File: config.mk
export PLATFORM = sky130hd
export DESIGN_NAME = ssm_col_buf
export DESIGN_NICKNAME = d
export VERILOG_FILES = /design/src/rtl/core/ssm_pkg.sv /design/src/rtl/core/ssm_col_buf.sv
export SDC_FILE = /design/constraint.sdc
export NUM_CORES = 1
export LEC_CHECK = 0
export BUFFER_PORTS_ARGS = -buffer_cell sky130_fd_sc_hd__buf_2
export CAP_MARGIN = 20
export CORE_ASPECT_RATIO = 0.6
export CORE_UTILIZATION = 42
export DETAILED_ROUTE_END_ITERATION = 8
export HOLD_SLACK_MARGIN = 0.15
export PLACE_DENSITY = 0.53
export SLEW_MARGIN = 30
export SYNTH_ARGS = -nofsm -noshare
export SYNTH_HDL_FRONTEND = slang
export SYNTH_SLANG_ARGS = --single-unit
File: constraint.sdc
create_clock -name i_clk -period 3.6 [get_ports i_clk]
set_clock_uncertainty 0.15 [all_clocks]
set_input_delay 0.72 -clock i_clk [delete_from_list [all_inputs] [get_ports i_clk]]
set_output_delay 0.72 -clock i_clk [all_outputs]
set_load 0.02 [all_outputs]
File: src/rtl/core/ssm_pkg.sv
// Package for the sparse matrix multiply block: types, codes and default sizes.
`timescale 1ns / 1ps

package ssm_pkg;

    localparam int DEF_MAX_DIM     = 64;
    localparam int DEF_MAX_NONZERO = 64;

    localparam int FUNC_W   = 2;
    localparam int IDX_W    = 6;
    localparam int VALUE_W  = 16;
    localparam int RESULT_W = 32;
    localparam int STATUS_W = 2;
    localparam int CFG_W    = 7;

    localparam logic [CFG_W-1:0] DIM_RESET = 7'd64;

    typedef enum logic [FUNC_W-1:0] {
        FUNC_LOAD_A  = 2'd0,
        FUNC_LOAD_B  = 2'd1,
        FUNC_COMPUTE = 2'd2,
        FUNC_READ    = 2'd3
    } t_func;

    typedef enum logic [STATUS_W-1:0] {
        STATUS_OK   = 2'd0,
        STATUS_FULL = 2'd1,
        STATUS_BAD  = 2'd2
    } t_status;

    typedef enum logic [3:0] {
        S_CLEAR,
        S_IDLE,
        S_RD,
        S_B_RD,
        S_B_WR,
        S_A_RD,
        S_A_BUF,
        S_A_MUL,
        S_A_WR,
        S_COL_END
    } t_state;

    typedef struct packed {
        logic [IDX_W-1:0]          row;
        logic [IDX_W-1:0]          col;
        logic signed [VALUE_W-1:0] value;
    } t_entry;

endpackage

File: src/rtl/core/ssm_col_buf.sv
// Dense column buffer with per-entry valid bits that a single clear resets together.
`timescale 1ns / 1ps

module ssm_col_buf #(
    parameter int MAX_DIM = ssm_pkg::DEF_MAX_DIM,
    parameter int AW      = $clog2(MAX_DIM)
) (
    input  logic                               i_clk,
    input  logic                               i_rst_n,
    input  logic                               i_clr,
    input  logic                               i_we,
    input  logic [AW-1:0]                      i_waddr,
    input  logic signed [ssm_pkg::VALUE_W-1:0] i_wdata,
    input  logic                               i_re,
    input  logic [AW-1:0]                      i_raddr,
    output logic signed [ssm_pkg::VALUE_W-1:0] o_rdata
);

    logic signed [ssm_pkg::VALUE_W-1:0] r_mem [MAX_DIM];
    logic signed [ssm_pkg::VALUE_W-1:0] r_rdata;
    logic [MAX_DIM-1:0]                 r_valid;
    logic                               r_rvalid;

    always_ff @(posedge i_clk) begin
        if (i_we) begin
            r_mem[i_waddr] <= i_wdata;
        end
        if (i_re) begin
            r_rdata <= r_mem[i_raddr];
        end
    end

    always_ff @(posedge i_clk) begin
        if (!i_rst_n) begin
            r_valid  <= '0;
            r_rvalid <= 1'b0;
        end else begin
            if (i_clr) begin
                r_valid <= '0;
            end else if (i_we) begin
                r_valid[i_waddr] <= 1'b1;
            end
            if (i_re) begin
                r_rvalid <= r_valid[i_raddr];
            end
        end
    end

    // An entry not written since the last clear reads as zero.
    assign o_rdata = r_rvalid ? r_rdata : '0;

endmodule

==> results.sh <==
export IMPL_wirelength_um=114000
export IMPL_core_area_sq_um=98900
export IMPL_total_power_mw=26.9
export IMPL_postLayoutCoreUtil_pct=49.3
export IMPL_floorplan_die_height_um=247
export IMPL_clock_fmax_mhz=324
export IMPL_place_inst=3196
export IMPL_via_count_normalized_by_instance_count=5.97
export IMPL_share_of_cell_area_taken_by_muxes_after_synthesis_pct=18.8
export IMPL_worstPathRequired_ns=2.73
export IMPL_clock_root_buffer="sky130_fd_sc_hd__clkbuf_16"
export IMPL_post_route_period_util_pct=85.7
export IMPL_clkLatencyLatePin_ns=0.70
export IMPL_dp_hpwl_um=68700
export IMPL_timing_reg2reg_setup_slack_ns=1.11
export IMPL_floorplan_rows=89
export IMPL_nFillCells=7859
export IMPL_switching_power_mw=5.65
export IMPL_starting_density_of_the_core_pct=42.6
export IMPL_drt_drc_violations_left=0
export IMPL_clock_slew_at_the_register_clock_pins_of_the_worst_setup_and_hold_paths_ns=0.06
export IMPL_synthToLayoutAreaGrowth_pct=15.5
export IMPL_antenna_found_initial=17
export IMPL_vias=20225
export IMPL_tns_ns=0
export IMPL_port_buf_inserts=48
export IMPL_setup_violations=0
export IMPL_synth_area_in_simple_gates_pct=1.50
export IMPL_ys_ff_latch=1105
export IMPL_count_of_hold_buffers_inserted_by_post_cts_repair=0
export IMPL_cts_sinks=1105
export IMPL_setup_ws_ns=0.514
export IMPL_area_share_of_fa_ha_maj_cells_after_synthesis_pct=0
export IMPL_post_cts_repair_setup_buffers=0
export IMPL_finalWorstPathRequiredPeriod_ns=3.09
export IMPL_post_synthesis_share_of_cell_area_spent_on_xor_and_xnor_gates_pct=0
export IMPL_path_max_fanout=17
export IMPL_die_area_sq_um=102000
export IMPL_share_seq_of_total_power_pct=52.7
export IMPL_clock_tree_buffer_depth=3
export IMPL_initialDrtViolationCount=2598
export IMPL_tritoncts_clock_tree="done"
export IMPL_timing_rr_start="r_mem[63][1]"
export IMPL_drv_cap=0
export IMPL_detail_route_antenna_nets=0
export IMPL_hold_ws_ns=0.202
export IMPL_cts_repair_resize_count=0
export IMPL_final_max_slew_viol_count=0
export IMPL_fin_cells=3387
export IMPL_largest_net_degree_at_the_start_of_global_routing=65
export IMPL_synthesis_yosys_warnings=0
export IMPL_ys_types=31
export IMPL_internal_cell_power_mw=21.3
export IMPL_wire_length_of_the_first_global_routing_pass_um=159000
export IMPL_sw_share_pct=21.0
export IMPL_worst_hold_path_type="in2reg"
export IMPL_worstSetupStartpointType="flop"
export IMPL_first_global_vias=19886
export IMPL_drt_pre_antenna_iters=5
export IMPL_timing_slew_headroom_pct=35.2
export IMPL_synth_seq_area_share_pct=77.2
export IMPL_worst_slew_pin_transition_ns=0.973
export IMPL_grt_total_usage_pct=22.8
export IMPL_synth_avg_cell_area_sq_um=23.6
export IMPL_detail_route_wl_per_cell_um=33.7
export IMPL_pin_count=49
export IMPL_share_clk_of_total_power_pct=42.0
export IMPL_end_kind="output pin"
export IMPL_share_comb_of_total_power_pct=5.3
export IMPL_leakage_power_nw=15.3
export IMPL_synth_top_family_by_area="multiplexers"
export IMPL_power_density_nw_per_um2=553
export IMPL_hold_path_depth=2
export IMPL_ff2ff_path_depth=5
export IMPL_cts_made_buffers=102
export IMPL_post_dp_cell_area_sq_um=45200
export IMPL_report_final_hold_viol_count=0
export IMPL_design_final_nets=2014
export IMPL_dpl_worst_slack_ns=-0.0887
export IMPL_worstHoldStart="i_rst_n"
export IMPL_synth_compound_gate_area_share_pct=1.48
export IMPL_netlist_instances=1787
export IMPL_die_x_um=411
export IMPL_total_standard_cell_area_after_synthesis_sq_um=42200
export IMPL_vdd_ir_drop_worst_uv=383
export IMPL_rsz0062_at_grt="false"
export IMPL_synth_nets=1820
export IMPL_worst_setup_path_type="reg2out"
export IMPL_run_status="completed"
export IMPL_grt_remaining_overflow=0
export IMPL_cts_htree_levels=3
export IMPL_post_route_cells_drive_above_1_share_pct=36.8
export IMPL_gpl_final_weighted_congestion=0.861
export IMPL_cp_arrival_ns=2.22
export IMPL_layout_cell_area_non_filler_sq_um=48700
export IMPL_r2r_end="r_rdata[1]"
export IMPL_timing_hold_worst_endpoint="r_rvalid"
## cell families (layout without fill, tap and decap cells)
kind of cell,Yosys count,count (layout)
flops,1105,1105
other cells,0,2
compound gates,86,86
simple gates,134,134
buf+inv,97,376
mux,365,365
## worst max-delay path, cell delays in order (launching register included)
cell and delay (ns):
sky130_fd_sc_hd__dfxtp_1 0.82, sky130_fd_sc_hd__and2_1 0.46, sky130_fd_sc_hd__buf_2 0.24
## area by class of cell
class / count / area (sq um) / area share [%]
tap: 1319 / 1650 / 3.39
clock inverter: 56 / 701 / 1.44
antenna: 2 / 5.00 / 0.0103
timing repair buffer: 187 / 1680 / 3.46
sequential: 1105 / 32500 / 66.8
clock buffer: 133 / 2790 / 5.73
multi-input combinational: 585 / 9340 / 19.2
## registers in the layout, indices dropped and copies added (netlist names)
| name | cells |
|---|---|
| r_rvalid | 1 |
| r_rdata | 16 |
| r_mem | 1024 |
| r_valid | 64 |
## worst max-delay path by stage
stage	start	end	slack (ns)	cells after the start
2_1_floorplan	i_raddr[1]	r_rdata[0]	0.37	6
3_3_place_gp	i_raddr[0]	r_rdata[1]	-0.08	7
3_5_place_dp	i_raddr[0]	r_rdata[1]	-0.09	7
4_1_cts	r_rvalid	o_rdata[6]	0.49	2
5_1_grt	r_rvalid	o_rdata[6]	0.45	2
6_report	r_rvalid	o_rdata[6]	0.51	2
## synth_stat cells
master / count / area, sq um
sky130_fd_sc_hd__nand2_1: 15 / 56.3
sky130_fd_sc_hd__edfxtp_1: 1040 / 31200
sky130_fd_sc_hd__buf_4: 11 / 82.6
sky130_fd_sc_hd__o2111a_1: 1 / 11.3
sky130_fd_sc_hd__a41o_1: 1 / 10.0
sky130_fd_sc_hd__o21a_1: 64 / 480
sky130_fd_sc_hd__buf_1: 2 / 7.51
sky130_fd_sc_hd__buf_2: 27 / 135
sky130_fd_sc_hd__and2_1: 17 / 106
sky130_fd_sc_hd__a21boi_0: 1 / 7.51
sky130_fd_sc_hd__or3_1: 2 / 12.5
sky130_fd_sc_hd__mux2i_1: 13 / 130
sky130_fd_sc_hd__nor3_1: 5 / 25.0
sky130_fd_sc_hd__nand3b_1: 3 / 22.5
sky130_fd_sc_hd__o21ai_0: 12 / 60.1
sky130_fd_sc_hd__nand2b_1: 5 / 31.3
sky130_fd_sc_hd__mux4_2: 339 / 7630
sky130_fd_sc_hd__nand3_1: 9 / 45.0
sky130_fd_sc_hd__and3b_1: 1 / 8.76
sky130_fd_sc_hd__nor2_1: 64 / 240
sky130_fd_sc_hd__dfxtp_1: 65 / 1300
sky130_fd_sc_hd__o22ai_1: 2 / 12.5
sky130_fd_sc_hd__o2111ai_1: 1 / 8.76
sky130_fd_sc_hd__or4_1: 1 / 7.51
sky130_fd_sc_hd__mux2_2: 13 / 146
sky130_fd_sc_hd__buf_6: 2 / 22.5
sky130_fd_sc_hd__nor2b_1: 8 / 50.1
sky130_fd_sc_hd__nand4_1: 4 / 25.0
sky130_fd_sc_hd__clkbuf_1: 55 / 206
sky130_fd_sc_hd__a22oi_1: 2 / 15.0
sky130_fd_sc_hd__a22o_1: 2 / 17.5
## routing by layer
metal,routed length (um),global-route usage [%],vias up
met5,20,0,-
met4,2040,4.62,2
li1,-,-,8043
met3,8990,4.32,128
met1,53200,36.3,11171
met2,49800,32.7,881
## cells in the final DEF (no fill, tap or decap), drive strengths merged
master	netlist	final
o22ai	2	2
a41o	1	1
buf	42	187
clkinv	0	33
nor2b	8	8
nor2	64	64
and2	17	17
edfxtp	1040	1040
a22o	2	2
o21ai	12	12
nand2b	5	5
nand3b	3	3
clkbuf	55	133
a21boi	1	1
o21a	64	64
nand4	4	4
mux4	339	339
o2111a	1	1
nor3	5	5
bufinv	0	15
a22oi	2	2
or4	1	1
mux2	13	13
o2111ai	1	1
mux2i	13	13
dfxtp	65	65
nand3	9	9
or3	2	2
and3b	1	1
diode	0	2
clkinvlp	0	4
nand2	15	15
inv	0	4
## power by group through the flow
stage | clock network, mW | logic (mW) | registers (mW)
5_1_grt | 11.9 | 1.52 | 14.2
4_1_cts | 11.5 | 1.45 | 14.2
3_5_place_dp | 0 | 1.45 | 14.5
2_1_floorplan | 0 | 0.729 | 14.4
3_3_place_gp | 0 | 1.43 | 14.5
6_report | 11.3 | 1.44 | 14.2
Power figures use the tool's default switching activity.
